$ cat config.mk
export PLATFORM = sky130hd
export DESIGN_NAME = time_of_day_clock_with_two_alarms
export DESIGN_NICKNAME = d
export VERILOG_FILES = /design/src/rtl/tdc_pkg.sv /design/src/rtl/time_of_day_clock_with_two_alarms.sv
export SDC_FILE = /design/constraint.sdc
export NUM_CORES = 1
export LEC_CHECK = 0
export ABC_CLOCK_PERIOD_IN_PS = 8000
export BUFFER_PORTS_ARGS = -buffer_cell sky130_fd_sc_hd__buf_2
export CORE_MARGIN = 3
export CORE_UTILIZATION = 55
export DETAILED_ROUTE_END_ITERATION = 6
export PLACE_DENSITY = 0.71
export SETUP_SLACK_MARGIN = 0.1
export SLEW_MARGIN = 20
export SYNTH_ARGS = -nofsm -noshare
export SYNTH_HDL_FRONTEND = slang
export SYNTH_SLANG_ARGS = --single-unit
$ cat constraint.sdc
create_clock -name clk -period 8 [get_ports clk]
set_clock_uncertainty 0.05 [all_clocks]
set_input_delay 2.4 -clock clk [delete_from_list [all_inputs] [get_ports clk]]
set_output_delay 2.4 -clock clk [all_outputs]
set_load 0.02 [all_outputs]
$ cat src/rtl/tdc_pkg.sv
// tdc_pkg: shared types, constants and helper functions of the time-of-day clock
// depends on nothing; imported by time_of_day_clock_with_two_alarms and its bench
package tdc_pkg;

	// field widths
	localparam int OP_W      = 3;
	localparam int SEL_W     = 2;
	localparam int BYTE_W    = 8;
	localparam int SEC_W     = 6;
	localparam int HOUR_W    = 5;
	localparam int SEC_BCD_W = 7;
	localparam int HOUR_BCD_W = 6;
	localparam int PRE_W     = 5;
	localparam int CFG_IDX_W = 3;
	localparam int CFG_DAT_W = 6;

	// default prescale ratio
	localparam int unsigned TICKS_PER_SECOND_DEF = 20;

	// field tops
	localparam logic [SEC_W-1:0] SEC_TOP  = 6'd59;
	localparam logic [SEC_W-1:0] HOUR_TOP = 6'd23;

	// operation codes
	typedef enum logic [OP_W-1:0] {
		OP_TICK    = 3'd0,
		OP_UP      = 3'd1,
		OP_DOWN    = 3'd2,
		OP_DISMISS = 3'd3,
		OP_LOAD    = 3'd4
	} op_t;

	// field select codes
	localparam logic [SEL_W-1:0] FIELD_SEC  = 2'd0;
	localparam logic [SEL_W-1:0] FIELD_MIN  = 2'd1;
	localparam logic [SEL_W-1:0] FIELD_HOUR = 2'd2;

	// config register indexes
	localparam logic [CFG_IDX_W-1:0] REG_A_SEC  = 3'd0;
	localparam logic [CFG_IDX_W-1:0] REG_A_MIN  = 3'd1;
	localparam logic [CFG_IDX_W-1:0] REG_A_HOUR = 3'd2;
	localparam logic [CFG_IDX_W-1:0] REG_B_SEC  = 3'd3;
	localparam logic [CFG_IDX_W-1:0] REG_B_MIN  = 3'd4;
	localparam logic [CFG_IDX_W-1:0] REG_B_HOUR = 3'd5;
	localparam logic [CFG_IDX_W-1:0] REG_ENABLE = 3'd6;

	// one alarm time
	typedef struct packed {
		logic [SEC_W-1:0]  sec;
		logic [SEC_W-1:0]  min;
		logic [HOUR_W-1:0] hour;
	} alarm_t;

	// count up with wrap to zero past top
	function automatic logic [SEC_W-1:0] wrap_up(input logic [SEC_W-1:0] v,
			input logic [SEC_W-1:0] top);
		wrap_up = (v >= top) ? '0 : v + 6'd1;
	endfunction

	// count down with wrap to top below zero or when out of range
	function automatic logic [SEC_W-1:0] wrap_down(input logic [SEC_W-1:0] v,
			input logic [SEC_W-1:0] top);
		wrap_down = (v == '0 || v > top) ? top : v - 6'd1;
	endfunction

	// two nibbles to binary, clamped to top
	function automatic logic [SEC_W-1:0] bcd_to_bin(input logic [BYTE_W-1:0] b,
			input logic [SEC_W-1:0] top);
		logic [BYTE_W-1:0] v;
		v = ({4'd0, b[7:4]} << 3) + ({4'd0, b[7:4]} << 1) + {4'd0, b[3:0]};
		bcd_to_bin = (v > {2'd0, top}) ? top : v[SEC_W-1:0];
	endfunction

	// binary 0..63 to two bcd digits, tens found by a row of compares
	function automatic logic [SEC_BCD_W-1:0] bin_to_bcd(input logic [SEC_W-1:0] v);
		logic [2:0] tens;
		logic [SEC_W-1:0] ones;
		tens = '0;
		for (int k = 1; k <= 6; k++) begin
			if (v >= SEC_W'(10 * k))
				tens = 3'(k);
		end
		ones = v - ({3'd0, tens} << 3) - ({3'd0, tens} << 1);
		bin_to_bcd = {tens, ones[3:0]};
	endfunction

endpackage

$ cat src/rtl/time_of_day_clock_with_two_alarms.sv
// time_of_day_clock_with_two_alarms: 24-hour clock with tick prescaler and two alarms
// depends on tdc_pkg (types, codes and conversion functions)
//
// Usage:
//   Input words (op, field_select, load_*_bcd) enter on in_valid / in_stall; each word
//   produces exactly one result word on out_valid / out_stall with the time in binary
//   and BCD and the ringing flag, all taken after the word's update.
//   out_valid rises once a word has passed the input register and then the state update
//   and BCD conversion into the result register. Throughput is one word per cycle while
//   the receiver does not stall; the state registers are read and written in the same
//   cycle so the next word sees the update without bubbles.
//   When the receiver stalls, the result register holds, the input register fills,
//   and then in_stall rises until the result is taken.
//   The user writes alarm registers through cfg_wr_en / cfg_index / cfg_data while no
//   word is in flight, unenforced by the block. Indexes past the list are ignored.
//   Reset clears the time, prescaler and ringing flag, sets both alarms to 01:01:01
//   and disables them; both pipeline stages come up empty.
module time_of_day_clock_with_two_alarms #(
	parameter int unsigned TICKS_PER_SECOND = tdc_pkg::TICKS_PER_SECOND_DEF
) (
	input  logic                              clk,
	input  logic                              arst_n,
	// config write port
	input  logic                              cfg_wr_en,
	input  logic [tdc_pkg::CFG_IDX_W-1:0]     cfg_index,
	input  logic [tdc_pkg::CFG_DAT_W-1:0]     cfg_data,
	// input channel
	input  logic                              in_valid,
	output logic                              in_stall,
	input  logic [tdc_pkg::OP_W-1:0]          op,
	input  logic [tdc_pkg::SEL_W-1:0]         field_select,
	input  logic [tdc_pkg::BYTE_W-1:0]        load_second_bcd,
	input  logic [tdc_pkg::BYTE_W-1:0]        load_minute_bcd,
	input  logic [tdc_pkg::BYTE_W-1:0]        load_hour_bcd,
	// result channel
	output logic                              out_valid,
	input  logic                              out_stall,
	output logic [tdc_pkg::SEC_W-1:0]         second_now,
	output logic [tdc_pkg::SEC_W-1:0]         minute_now,
	output logic [tdc_pkg::HOUR_W-1:0]        hour_now,
	output logic [tdc_pkg::SEC_BCD_W-1:0]     second_bcd,
	output logic [tdc_pkg::SEC_BCD_W-1:0]     minute_bcd,
	output logic [tdc_pkg::HOUR_BCD_W-1:0]    hour_bcd,
	output logic                              ringing
);
	import tdc_pkg::*;

	localparam logic [PRE_W:0] TPS = (PRE_W + 1)'(TICKS_PER_SECOND);

	// config registers
	alarm_t alarm_a_q, alarm_b_q;
	logic   alarm_en_q;

	// clock state
	logic [PRE_W-1:0]  pre_q;
	logic [SEC_W-1:0]  sec_q, min_q;
	logic [HOUR_W-1:0] hour_q;
	logic              ring_q;

	// input stage
	logic              valid_s1;
	logic [OP_W-1:0]   op_s1;
	logic [SEL_W-1:0]  sel_s1;
	logic [BYTE_W-1:0] ld_sec_s1, ld_min_s1, ld_hour_s1;

	// result stage
	logic                  out_valid_q;
	logic [SEC_W-1:0]      sec_out_q, min_out_q;
	logic [HOUR_W-1:0]     hour_out_q;
	logic [SEC_BCD_W-1:0]  sec_bcd_q, min_bcd_q;
	logic [HOUR_BCD_W-1:0] hour_bcd_q;
	logic                  ring_out_q;

	// next state
	logic [PRE_W-1:0]  pre_nx;
	logic [SEC_W-1:0]  sec_nx, min_nx, hour_nx;
	logic              ring_nx;
	logic [PRE_W:0]    pre_inc;
	logic [SEC_W-1:0]  hour_w, sec_adv, min_adv, hour_adv;
	logic [SEC_BCD_W-1:0] hour_bcd_w;
	logic              hit_a, hit_b;
	logic              advance;

	// pipeline moves when the result register is empty or being taken
	assign advance  = !out_valid_q || !out_stall;
	assign in_stall = valid_s1 && !advance;

	// config writes
	always_ff @(posedge clk or negedge arst_n) begin
		if (!arst_n) begin
			alarm_a_q  <= '{sec: 6'd1, min: 6'd1, hour: 5'd1};
			alarm_b_q  <= '{sec: 6'd1, min: 6'd1, hour: 5'd1};
			alarm_en_q <= 1'b0;
		end else if (cfg_wr_en) begin
			case (cfg_index)
				REG_A_SEC:  alarm_a_q.sec  <= cfg_data;
				REG_A_MIN:  alarm_a_q.min  <= cfg_data;
				REG_A_HOUR: alarm_a_q.hour <= cfg_data[HOUR_W-1:0];
				REG_B_SEC:  alarm_b_q.sec  <= cfg_data;
				REG_B_MIN:  alarm_b_q.min  <= cfg_data;
				REG_B_HOUR: alarm_b_q.hour <= cfg_data[HOUR_W-1:0];
				REG_ENABLE: alarm_en_q     <= cfg_data[0];
				default: ;
			endcase
		end
	end

	// input register
	always_ff @(posedge clk or negedge arst_n) begin
		if (!arst_n) begin
			valid_s1 <= 1'b0;
		end else if (!in_stall) begin
			valid_s1 <= in_valid;
		end
	end

	always_ff @(posedge clk) begin
		if (in_valid && !in_stall) begin
			op_s1      <= op;
			sel_s1     <= field_select;
			ld_sec_s1  <= load_second_bcd;
			ld_min_s1  <= load_minute_bcd;
			ld_hour_s1 <= load_hour_bcd;
		end
	end

	// seconds carry chain for a tick that rolls the prescaler
	assign hour_w  = {1'b0, hour_q};
	assign pre_inc = {1'b0, pre_q} + 6'd1;
	always_comb begin
		sec_adv  = wrap_up(sec_q, SEC_TOP);
		min_adv  = min_q;
		hour_adv = hour_w;
		if (sec_adv == '0) begin
			min_adv = wrap_up(min_q, SEC_TOP);
			if (min_adv == '0)
				hour_adv = wrap_up(hour_w, HOUR_TOP);
		end
	end

	// alarm compare against the advanced time
	assign hit_a = hour_adv == {1'b0, alarm_a_q.hour} && min_adv == alarm_a_q.min &&
		sec_adv == alarm_a_q.sec;
	assign hit_b = hour_adv == {1'b0, alarm_b_q.hour} && min_adv == alarm_b_q.min &&
		sec_adv == alarm_b_q.sec;

	// per-op state update
	always_comb begin
		pre_nx  = pre_q;
		sec_nx  = sec_q;
		min_nx  = min_q;
		hour_nx = hour_w;
		ring_nx = ring_q;
		case (op_t'(op_s1))
			OP_TICK: begin
				if (pre_inc >= TPS) begin
					pre_nx  = '0;
					sec_nx  = sec_adv;
					min_nx  = min_adv;
					hour_nx = hour_adv;
					if (alarm_en_q && (hit_a || hit_b))
						ring_nx = 1'b1;
				end else begin
					pre_nx = pre_inc[PRE_W-1:0];
				end
			end
			OP_UP: begin
				case (sel_s1)
					FIELD_SEC:  sec_nx  = wrap_up(sec_q, SEC_TOP);
					FIELD_MIN:  min_nx  = wrap_up(min_q, SEC_TOP);
					FIELD_HOUR: hour_nx = wrap_up(hour_w, HOUR_TOP);
					default: ;
				endcase
			end
			OP_DOWN: begin
				case (sel_s1)
					FIELD_SEC:  sec_nx  = wrap_down(sec_q, SEC_TOP);
					FIELD_MIN:  min_nx  = wrap_down(min_q, SEC_TOP);
					FIELD_HOUR: hour_nx = wrap_down(hour_w, HOUR_TOP);
					default: ;
				endcase
			end
			OP_DISMISS: begin
				ring_nx = 1'b0;
			end
			OP_LOAD: begin
				sec_nx  = bcd_to_bin(ld_sec_s1, SEC_TOP);
				min_nx  = bcd_to_bin(ld_min_s1, SEC_TOP);
				hour_nx = bcd_to_bin(ld_hour_s1, HOUR_TOP);
			end
			default: ;
		endcase
	end

	// state registers, updated as each word passes the input stage
	always_ff @(posedge clk or negedge arst_n) begin
		if (!arst_n) begin
			pre_q  <= '0;
			sec_q  <= '0;
			min_q  <= '0;
			hour_q <= '0;
			ring_q <= 1'b0;
		end else if (valid_s1 && advance) begin
			pre_q  <= pre_nx;
			sec_q  <= sec_nx;
			min_q  <= min_nx;
			hour_q <= hour_nx[HOUR_W-1:0];
			ring_q <= ring_nx;
		end
	end

	// result register
	assign hour_bcd_w = bin_to_bcd(hour_nx);

	always_ff @(posedge clk or negedge arst_n) begin
		if (!arst_n) begin
			out_valid_q <= 1'b0;
		end else if (advance) begin
			out_valid_q <= valid_s1;
		end
	end

	always_ff @(posedge clk) begin
		if (valid_s1 && advance) begin
			sec_out_q  <= sec_nx;
			min_out_q  <= min_nx;
			hour_out_q <= hour_nx[HOUR_W-1:0];
			sec_bcd_q  <= bin_to_bcd(sec_nx);
			min_bcd_q  <= bin_to_bcd(min_nx);
			hour_bcd_q <= hour_bcd_w[HOUR_BCD_W-1:0];
			ring_out_q <= ring_nx;
		end
	end

	assign out_valid  = out_valid_q;
	assign second_now = sec_out_q;
	assign minute_now = min_out_q;
	assign hour_now   = hour_out_q;
	assign second_bcd = sec_bcd_q;
	assign minute_bcd = min_bcd_q;
	assign hour_bcd   = hour_bcd_q;
	assign ringing    = ring_out_q;

endmodule

# Yosys cells after proc, flatten, opt, wreduce, memory -nomap -nowiden
# Index checks and enable logic that the tools add are counted.
# W data, S select, Z words.
dict set report totals {
  mem_bits_ro 0
  latchBits 0
  word_cells 172
  memories 0
  ram_bits 0
  reg_bits 127
  output_inout_bits 40
  inputBits 43
}
dict set report classes {
  bitwise 0
  n_lt_le_gt_ge 28
  n_eq_ne 18
  mux 48
  n_addsub 19
  n_reduce_logical 33
  n_mul 0
  n_div 0
  shifts 0
}
# cell n
set ops {}
lappend ops {{$mux W6} 21}
lappend ops {{$pmux W6 S4} 3}
lappend ops {{$ge A6 B6 Y1 const B} 11}
lappend ops {{$mux W3} 17}
lappend ops {{$ge A6 B5 Y1 const B} 7}
lappend ops {{$logic_not A6 Y1} 5}
lappend ops {{$add A7 B5 Y8} 3}
lappend ops {{$add A8 B4 Y8} 3}
lappend ops {{$eq A6 B6 Y1} 4}
lappend ops {{$sub A4 B4 Y4} 6}
lappend ops {{$ge A6 B4 Y1 const B} 3}
lappend ops {{$gt A8 B6 Y1 const B} 2}
lappend ops {{$reduce_and A2 Y1} 8}
lappend ops {{$add A5 B1 Y6 const B} 2}
lappend ops {{$add A6 B1 Y6 const B} 2}
lappend ops {{$eq A3 B2 Y1 const B} 4}
lappend ops {{$eq A3 B3 Y1 const B} 4}
lappend ops {{$eq A6 B5 Y1} 2}
lappend ops {{$gt A6 B6 Y1 const B} 2}
lappend ops {{$sub A6 B1 Y6 const B} 2}
lappend ops {{$gt A8 B5 Y1 const B} 1}
lappend ops {{$logic_and A1 B1 Y1} 8}
lappend ops {{$eq A3 B1 Y1 const B} 2}
lappend ops {{$logic_not A3 Y1} 2}
lappend ops {{11 further kinds} 22}

# Longest topological paths before layout
# Gate-level depths: netlist of the first run.
dict set report logic_depth {
  word_depth 16
  mapped_depth 18
  mapped_depth_nobuf 18
}

# Worst setup path after synthesis of the first run
# No wires, ideal clock.
dict set report synth_timing {
  path_type {in2out}
  from {input port out_stall}
  to {output port in_stall}
  path_stages 2
  path_buffers 0
  path_slack_ns 2.912
  arrival_ns 2.638
  t_required_ns 5.550
  cell_sequence {nand3_1 -> inv_1}
}
dict set report synth_between {
  elab_chain_len 4
}
# item line_no
set synth_rtl {}
lappend synth_rtl {{from (decl)} time_of_day_clock_with_two_alarms.sv:37} ;# input logic out_stall,
lappend synth_rtl {{$logic_not A1 Y1} time_of_day_clock_with_two_alarms.sv:85} ;# assign advance = !out_valid_q || !out_stall;
lappend synth_rtl {{$logic_or A1 B1 Y1} time_of_day_clock_with_two_alarms.sv:85}
lappend synth_rtl {{$logic_not A1 Y1} time_of_day_clock_with_two_alarms.sv:86} ;# assign in_stall = valid_s1 && !advance;
lappend synth_rtl {{$logic_and A1 B1 Y1} time_of_day_clock_with_two_alarms.sv:86}
lappend synth_rtl {{to (decl)} time_of_day_clock_with_two_alarms.sv:29} ;# output logic in_stall,
# Every way passes these cells.

# Worst setup path in the final report of the first run
# Ends and elaborated chain as after synthesis.

==> results.json, run 1 <==
{
  "ys_types": 90,
  "setup-tns-final_ns": 0,
  "hold_viol": 0,
  "ys_seq_elements": 126,
  "min_path_type": "reg -> reg",
  "dieArea_um2": 16900,
  "setup-violations-final": 0,
  "wl_per_cell_um": 20.2,
  "period_minus_slack_ns": 5.25,
  "layout_common_cells": "buf_2 (82), edfxtp_1 (66), nand2_1 (65)",
  "syn-num-nets": 943,
  "grt-ovfl-total": 0,
  "rrSetupSlack_ns": 3.04,
  "grt_use_met3_pct": 5.28,
  "yosys.area.top_type": "edfxtp_1",
  "grt.busiest_layer": "met2",
  "layout.cells.most_common": "buf_2",
  "ant_nets": 0,
  "place_hpwl_um": 16100,
  "drc_errors": 0,
  "final.setup.worst_slack_ns": 2.75,
  "gr-usage-met2_pct": 44.2,
  "min_path_cells": 1,
  "grt_start_max_net_pins": 61,
  "powerDensity_nw_per_um2": 311,
  "grt_pass1_vias": 6820,
  "antenna_found_initial": 0,
  "critical_path_class": "in -> out",
  "worst_pin_slew_ns": 1.04,
  "drt-initial-drc-count": 834,
  "antennaDiodeCount": 0,
  "cts_tree": "yes",
  "clk_latency_ns": 0.43,
  "fin_crit_sh_pct": 65.7,
  "root_buffer": "clkbuf_16",
  "rsz0062_at_grt": "false",
  "synth_edf_count": 66,
  "hold_path_end": "out_valid$_DFFE_PN0N_",
  "synthesis.area_um2": 8470,
  "post_cts_resized": 0,
  "critPathArrivalTime_ns": 2.80,
  "synth.area.top_cells": "edfxtp_1 (23%), dfrtp_1 (16%), ha_1 (6.1%)",
  "startpoint": "out_stall",
  "place.port_buffers": 82,
  "ioPinCount": 83,
  "via_per_inst": 6.43,
  "ys_seq_area_share_pct": 41.2,
  "synthArstFlopShare_pct": 47.6,
  "fill_cells": 1208,
  "finalNetCount": 1000,
  "cts_setup_buffers": 0,
  "whs_ns": 0.443,
  "slew_headroom_pct": 28.9,
  "h-tree-depth": 4,
  "timing.fmax_ghz": 0.190,
  "chipWidth_um": 130,
  "status": "complete, no violations",
  "maxSlewViolCount": 0,
  "synth_top_area_share_pct": 23.4,
  "track_usage_pct": 26.9,
  "r2r-start": "ld_min_s1[4]$_DFFE_PP_",
  "use_met1_pct": 35.1,
  "ys.flop_type": "edfxtp_1",
  "area_growth_pct": 12.3,
  "clkSlewWorstSetupHoldPaths_ns": 0.06,
  "crit_path_end_kind": "output port",
  "crit_fanout": 3,
  "core_um2": 14800,
  "place_ws_ns": 2.74,
  "dr.pass1.iters": 7,
  "r2r-end": "minute_bcd[3]$_DFFE_PP_",
  "drive_gt1_share_pct": 20.5,
  "gp_congestion": 0.918,
  "drt_wl_total_um": 22300,
  "hold_buffers": 0,
  "start_kind": "primary input",
  "syn_inst": 853,
  "synth_area_per_cell_um2": 9.93,
  "r2r.worst_path.cells": 17,
  "vias": 7118,
  "floorplan.initialDensity_pct": 57.2,
  "cts_buffers": 17,
  "maxCapViolCount": 0,
  "grt_first_pass_wirelength_um": 35400,
  "yosys_warnings": 0,
  "num_rows": 44,
  "p_leak_nw": 3.98,
  "ir_worst_vdd_uv": 143,
  "chipHeight_um": 130,
  "crit_required_ns": 5.55,
  "cts_max_path_buffers": 2,
  "worstHoldStart": "valid_s1$_DFFE_PN0N_",
  "cts.sinks": 126
}
## per-stage QoR
| step | total power [W] | utilization [%] | instances | instance area, um2 |
|---|---|---|---|---|
| 3_3_place_gp | 0.00212 | 60.2 | 1075 | 8920 |
| 2_1_floorplan | 0.00187 | - | 853 | 8470 |
| 3_5_place_dp | 0.00216 | 60.2 | 1075 | 8920 |
| 6_report | 0.00296 | 64.3 | 1107 | 9520 |
| 5_1_grt | 0.00314 | 64.3 | 1107 | 9520 |
| 4_1_cts | 0.00296 | 64.3 | 1107 | 9520 |
## flip-flops by register name (all words and copies together), names as in the netlist
signal and flops:
minute_now 6, ld_min_s1 8, alarm_a_q 17, pre_q 5, valid_s1 1, min_q 6, alarm_b_q 17, ld_hour_s1 8
minute_bcd 6, sel_s1 2, ring_q 1, hour_q 5, ld_sec_s1 8, out_valid 1, second_now 6, sec_q 6
op_s1 3, ringing 1, hour_now 5, alarm_en_q 1, hour_bcd 6, second_bcd 7
## cells in the mapped netlist (11+ instances only)
master and count:
o21ai_0 59, inv_1 46, dfrtp_1 54, nor3_1 20, edfxtp_1 66, clkbuf_1 26, xnor2_1 25, mux2_2 39
ha_1 41, nand3_1 18, nand2_1 65, xor2_1 26, nor2_1 47, o211ai_1 11, a31oi_1 15, and3_1 13
a21oi_1 45, buf_2 14
## where the power goes
| part | internal (W) | total (W) | switching (W) |
|---|---|---|---|
| Sequential | 0.000861 | 0.00105 | 0.000187 |
| Combinational | 0.000457 | 0.00113 | 0.000672 |
| Clock | 0.000490 | 0.000788 | 0.000297 |
## how the worst max path moves through the flow
stage	to	slack [ns]	cells past startpoint
CTS	in_stall	2.74	4
global placement	in_stall	2.76	4
floorplan	in_stall	2.91	2
global route	in_stall	2.67	4
detailed placement	in_stall	2.74	4
finish	in_stall	2.75	4
## cell families (layout without fill, tap and decap cells)
logic type                 after synthesis  after routing  synth area share, %
and+or+nand+nor                        247            247                 15.3
AOI/OAI and AO/OA                      237            237                 19.4
DFF                                    126            126                 41.2
buffers and inverters                   96            166                 4.81
xor gates and xnor gates                51             51                 5.27
muxes                                   49             49                 6.47
adders and majority gates               47             47                 7.47
## critical path, stage by stage
cell and delay (ns):
buf_2 0.08, nand3_1 0.10, inv_1 0.07, buf_2 0.15
## final cells by class
| type | instances | area [um2] | share of cell area [%] |
|---|---|---|---|
| timing repair buffer | 86 | 440 | 4.63 |
| inverter | 48 | 180 | 1.89 |
| tap | 184 | 230 | 2.42 |
| multi-input combinational | 631 | 4580 | 48.1 |
| sequential | 126 | 3490 | 36.7 |
| clock inverter | 13 | 166 | 1.75 |
| clock buffer | 19 | 433 | 4.55 |
## routing by layer
layer  up-vias  wire (um)
met3        64       1740
met4         0        644
met1      3438       9220
met5         -          0
li1       3296          -
met2       320      10700
No activity file was read; power rests on OpenSTA's default activity.
==> inputs of run 2 (changes only) <==
--- a/config.mk
+++ b/config.mk
@@ -5,7 +5,7 @@
 export SDC_FILE = /design/constraint.sdc
 export NUM_CORES = 1
 export LEC_CHECK = 0
-export ABC_CLOCK_PERIOD_IN_PS = 8000
+export ABC_CLOCK_PERIOD_IN_PS = 5200
 export BUFFER_PORTS_ARGS = -buffer_cell sky130_fd_sc_hd__buf_2
 export CORE_MARGIN = 3
 export CORE_UTILIZATION = 55
==> constraint.sdc (replaced) <==
create_clock -name clk -period 5.2 [get_ports clk]
set_clock_uncertainty 0.05 [all_clocks]
set_input_delay 1.56 -clock clk [delete_from_list [all_inputs] [get_ports clk]]
set_output_delay 1.56 -clock clk [all_outputs]
set_load 0.02 [all_outputs]
==> run 2 against run 1 <==
Worst hold slack gained 0.016 ns. First-iteration DRC count down 24%. Combinational power grew 58%. Power increased by 54%. Global-route usage is 1.8 points higher. Sequential cell count stayed put. Clock-buffer cell count is 3 higher. Routed wire length grew 4.6%. Clock power up 46%. Sequential share of layout area decreased by 0.20 points. Critical path type is now reg -> reg. Critical endpoint is now hour_bcd[2]$_DFFE_PP_. Largest cell class unchanged.
==> results.json, run 2 (synthesis results as in run 1) <==
{
  "status": "complete, no violations",
  "drive_gt1_share_pct": 21.4,
  "drt-initial-drc-count": 632,
  "whs_ns": 0.458,
  "core_um2": 14800,
  "crit_path_end_kind": "flop",
  "chipWidth_um": 130,
  "slew_headroom_pct": 32.6,
  "pwr-share-comb_pct": 39.3,
  "p_sw_w": 0.00181,
  "startpoint": "sec_q[0]$_DFFE_PN0P_",
  "place.port_buffers": 82,
  "internal-power_w": 0.00275,
  "switching_share_pct": 39.8,
  "critPathSlowestCell": "dfrtp_1",
  "r2r-end": "hour_bcd[2]$_DFFE_PP_",
  "cts.sinks": 126,
  "cts_tree": "yes",
  "layout.cells.most_common": "buf_2",
  "antennaDiodeCount": 0,
  "drc_errors": 0,
  "cts_buffers": 17,
  "setup-violations-final": 0,
  "rsz0062_at_grt": "false",
  "critical_path_class": "reg -> reg",
  "rrSetupSlack_ns": 0.50,
  "reg.largest.list": "alarm_a_q x17, alarm_b_q x17",
  "fin_crit_sh_pct": 90.4,
  "worstHoldStart": "ring_q$_DFFE_PN0P_",
  "cts_max_path_buffers": 2,
  "chipHeight_um": 130,
  "crit_required_ns": 5.32,
  "period_minus_slack_ns": 4.70,
  "setup-tns-final_ns": 0,
  "track_usage_pct": 28.7,
  "antenna_found_initial": 0,
  "maxCapViolCount": 0,
  "clkSlewWorstSetupHoldPaths_ns": 0.06,
  "dieArea_um2": 16900,
  "wl_per_cell_um": 20.9,
  "h-tree-depth": 4,
  "ant_nets": 0,
  "powerDensity_nw_per_um2": 476,
  "critPathArrivalTime_ns": 4.82,
  "worst_pin_slew_ns": 1.00,
  "via_per_inst": 6.45,
  "maxSlewViolCount": 0,
  "hold_buffers": 0,
  "layout_common_cells": "buf_2 (81), edfxtp_1 (66), nand2_1 (65)",
  "ioPinCount": 83,
  "crit_fanout": 15,
  "num_rows": 44,
  "grt_pass1_vias": 6989,
  "min_path_type": "reg -> reg",
  "grt_first_pass_wirelength_um": 37600,
  "gp_congestion": 0.953,
  "clk_latency_ns": 0.43,
  "area_growth_pct": 12.9,
  "p_total_w": 0.00456,
  "dr.pass1.iters": 5,
  "vias": 7194,
  "floorplan.initialDensity_pct": 57.2,
  "root_buffer": "clkbuf_16",
  "hold_viol": 0,
  "drt_wl_total_um": 23300,
  "grt_start_max_net_pins": 61,
  "finalNetCount": 1009,
  "endpoint": "hour_bcd[2]$_DFFE_PP_",
  "cp_cell_sequence": "inv_1 > ha_1 > o41ai_1 > and3_4 > and3_1 > mux2_4 > a211o_1 > inv_1 > ha_1 > inv_1 > a21boi_1 > o32ai_2 > nor2_1 > ha_1 > xnor2_1",
  "slowest_delay_ns": 0.65,
  "clockPowerShare_pct": 25.3,
  "cts_setup_buffers": 0,
  "start_kind": "flop",
  "r2r-start": "sec_q[0]$_DFFE_PN0P_",
  "ir_worst_vdd_uv": 275,
  "grt-ovfl-total": 0,
  "post_cts_resized": 0,
  "p_leak_nw": 4.02,
  "place_hpwl_um": 17300,
  "r2r.worst_path.cells": 15,
  "timing.fmax_ghz": 0.213,
  "p_seq_share_pct": 35.4
}
[run 2: cell count changes in the layout (fill, tap and decap cells not counted), sizes merged]
cell | before | now
clkbuf | 19 | 22
clkinvlp | 3 | 2
bufinv | 3 | 0
buf | 86 | 95
inv | 49 | 51
clkinv | 6 | 5
[run 2: metrics by stage]
stage | setup WS [ns] | std cells | util, % | instance area [um2]
floorplan | 1.23 | 853 | - | 8470
global placement | 0.787 | 1084 | 60.7 | 8990
detailed placement | 0.612 | 1084 | 60.7 | 8990
CTS | 0.580 | 1116 | 64.6 | 9570
global route | 0.164 | 1116 | 64.6 | 9570
finish | 0.500 | 1116 | 64.6 | 9570
[run 2: how the worst min path moves through the flow]
stage | end | cells past startpoint
after global placement | out_valid$_DFFE_PN0N_ | 1
after floorplan | out_valid$_DFFE_PN0N_ | 1
after detailed placement | out_valid$_DFFE_PN0N_ | 1
after CTS | ring_q$_DFFE_PN0P_ | 2
after global routing | alarm_b_q[9]$_DFFE_PN0P_ | 1
final | ring_q$_DFFE_PN0P_ | 2
[run 2: metal layers]
layer | vias to the layer above | share of wire [%] | global-route usage (%) | wire, um
li1 | 3311 | - | - | -
met1 | 3495 | 42 | 37.6 | 9820
met2 | 331 | 48 | 46.8 | 11200
met3 | 57 | 7.1 | 6.14 | 1660
met4 | 0 | 3.0 | 11.0 | 698
met5 | - | 0 | 0 | 0
[run 2: cell type report]
class | instances | area, um2
well taps | 184 | 230
clock buffers | 22 | 507
inverters | 48 | 180
repair buffers | 95 | 510
clock inverters | 10 | 75.1
flip-flops and latches | 126 | 3490
fillers | 1175 | 5240
multi-input cells | 631 | 4580
[run 2: worst max-delay path: cells and delay by family, from the launching register on]
family                     cells  cell delay [ns]
xor gates and xnor gates       1             0.07
AOI/OAI and AO/OA              4             1.26
buffers and inverters          3             0.33
muxes                          1             0.38
and+or+nand+nor                3             0.89
DFF                            1             0.65
adders and majority gates      3             0.81
[run 2: power by group through the flow]
stage / Clock, W / Combinational [W] / Sequential [W]
after floorplan: 0 / 0.00133 / 0.00155
after global placement: 0 / 0.00171 / 0.00161
after detailed placement: 0 / 0.00176 / 0.00162
after CTS: 0.00117 / 0.00178 / 0.00160
after global routing: 0.00122 / 0.00197 / 0.00165
final: 0.00115 / 0.00179 / 0.00161
==> inputs of run 3 (changes only) <==
--- a/config.mk
+++ b/config.mk
@@ -11,6 +11,7 @@
 export CORE_UTILIZATION = 55
 export DETAILED_ROUTE_END_ITERATION = 6
 export PLACE_DENSITY = 0.71
+export RECOVER_POWER = 25
 export SETUP_SLACK_MARGIN = 0.1
 export SLEW_MARGIN = 20
 export SYNTH_ARGS = -nofsm -noshare
==> run 3 against run 2 <==
The flow now finishes with violations (capacitance limit, slew limit). Register-to-register slack barely moved. Cell area is essentially flat. Cell count unchanged. First-iteration DRC count unchanged. Setup slack barely moved. Via count about the same. Combinational power barely moved. Sequential cell count unchanged. Core utilization about the same. Die area stayed put.
==> results.json, run 3 (synthesis results as in run 1) <==
{
  "drt_wl_total_um": 23300,
  "finalNetCount": 1009,
  "powerDensity_nw_per_um2": 476,
  "hold_viol": 0,
  "h-tree-depth": 4,
  "slew_headroom_pct": -135,
  "ir_worst_vdd_uv": 275,
  "layout.cells.most_common": "buf_2",
  "min_path_type": "reg -> reg",
  "start_kind": "flop",
  "gp_congestion": 0.953,
  "cts_buffers": 17,
  "layout_common_cells": "buf_2 (80), edfxtp_1 (66), nand2_1 (65)",
  "maxCapViolCount": 1,
  "p_leak_nw": 4.02,
  "grt_first_pass_wirelength_um": 37600,
  "timing.fmax_ghz": 0.213,
  "ant_nets": 0,
  "clk_latency_ns": 0.43,
  "crit_path_end_kind": "flop",
  "setup-violations-final": 0,
  "design_area_um2": 9560,
  "status": "finished with violations",
  "critPathSlowestCell": "dfrtp_1",
  "maxSlewViolCount": 61,
  "critPathArrivalTime_ns": 4.82,
  "placedInstanceArea_um2": 8990,
  "drc_errors": 0,
  "place_hpwl_um": 17300,
  "place_ws_ns": 0.612,
  "cts.sinks": 126,
  "chipHeight_um": 130,
  "crit_family": "compound AO/OA/AOI/OAI gates",
  "track_usage_pct": 28.7,
  "whs_ns": 0.458,
  "num_rows": 44,
  "worst-path-buf-inv": 3,
  "grt-ovfl-total": 0,
  "grt_pass1_vias": 6989,
  "instances_no_fill": 1116,
  "period_minus_slack_ns": 4.70,
  "fin_crit_sh_pct": 90.4,
  "rsz0062_at_grt": "false",
  "violations": "capacitance limit, slew limit",
  "grt_start_max_net_pins": 61,
  "crit_fanout": 15,
  "area_growth_pct": 12.9,
  "cts_tree": "yes",
  "worst_pin_slew_ns": 3.52,
  "floorplan.initialDensity_pct": 57.2,
  "core_um2": 14800,
  "chipWidth_um": 130,
  "cts_max_path_buffers": 2,
  "drive_gt1_share_pct": 21.1,
  "post_cts_resized": 0,
  "antenna_found_initial": 0,
  "critical_path_class": "reg -> reg",
  "dp_cells": 1084,
  "antennaDiodeCount": 0,
  "dieArea_um2": 16900,
  "crit_required_ns": 5.32,
  "via_per_inst": 6.45,
  "clkSlewWorstSetupHoldPaths_ns": 0.06,
  "setup-tns-final_ns": 0,
  "slowest_delay_ns": 0.65,
  "place.port_buffers": 82,
  "final.setup.worst_slack_ns": 0.500,
  "cp_cell_sequence": "inv_1 > ha_1 > o41ai_1 > and3_4 > and3_1 > mux2_4 > a211o_1 > inv_1 > ha_1 > inv_1 > a21boi_1 > o32ai_2 > nor2_1 > ha_1 > xnor2_1",
  "root_buffer": "clkbuf_16",
  "drt-initial-drc-count": 632,
  "wl_per_cell_um": 20.9,
  "dr.pass1.iters": 6,
  "reg.largest.list": "alarm_a_q x17, alarm_b_q x17",
  "ioPinCount": 83,
  "cts_setup_buffers": 0,
  "vias": 7196,
  "hold_buffers": 0
}
run 3: cell count changes in the layout (fill, tap and decap cells not counted), sizes merged:
cell    previous run  this run
clkbuf            22        24
buf               95        93
run 3: stage by stage:
stage	total power (W)	utilization (%)
final	0.00456	64.6
after global routing	0.00484	64.6
after CTS	0.00455	64.6
after detailed placement	0.00338	60.7
after global placement	0.00333	60.7
after floorplan	0.00288	-
run 3: area by class of cell:
cell class / count / area [um2]
well taps: 184 / 230
clock inverters: 10 / 75.1
fillers: 1176 / 5250
clock buffers: 22 / 507
multi-input cells: 631 / 4580
inverters: 48 / 180
repair buffers: 95 / 505
flip-flops and latches: 126 / 3490
run 3: power breakdown:
group	leakage (nW)	internal, W	switching [W]
clock network	0.284	0.000695	0.000460
logic	2.37	0.000725	0.00106
registers	1.36	0.00133	0.000288
run 3: per-layer routing:
metal / track usage, % / vias to the layer above / routed length, um
met3: 6.14 / 57 / 1660
met4: 11.0 / 0 / 698
met2: 46.8 / 332 / 11200
li1: - / 3312 / -
met1: 37.6 / 3495 / 9820
met5: 0 / - / 0
run 3: worst min-delay path, delay by kind of cell (launching register included):
family / cells / cell delay, ns
AO/OA/AOI/OAI: 2 / 0.13
flip-flops: 1 / 0.34
run 3: final timing paths:
| check | from | endpoint | slack, ns | depth (start not counted) |
|---|---|---|---|---|
| worst max-delay path | sec_q[0]$_DFFE_PN0P_ | hour_bcd[2]$_DFFE_PP_ | 0.50 | 15 |
| worst min-delay path | ring_q$_DFFE_PN0P_ | ring_q$_DFFE_PN0P_ | 0.46 | 2 |
| worst max register to register | sec_q[0]$_DFFE_PN0P_ | hour_bcd[2]$_DFFE_PP_ | 0.50 | 15 |
| worst min register to register | ring_q$_DFFE_PN0P_ | ring_q$_DFFE_PN0P_ | 0.46 | 2 |
| max in group asynchronous | arst_n | sec_q[4]$_DFFE_PN0P_ | 0.83 | 1 |
| min in group asynchronous | arst_n | out_valid$_DFFE_PN0N_ | 2.26 | 1 |
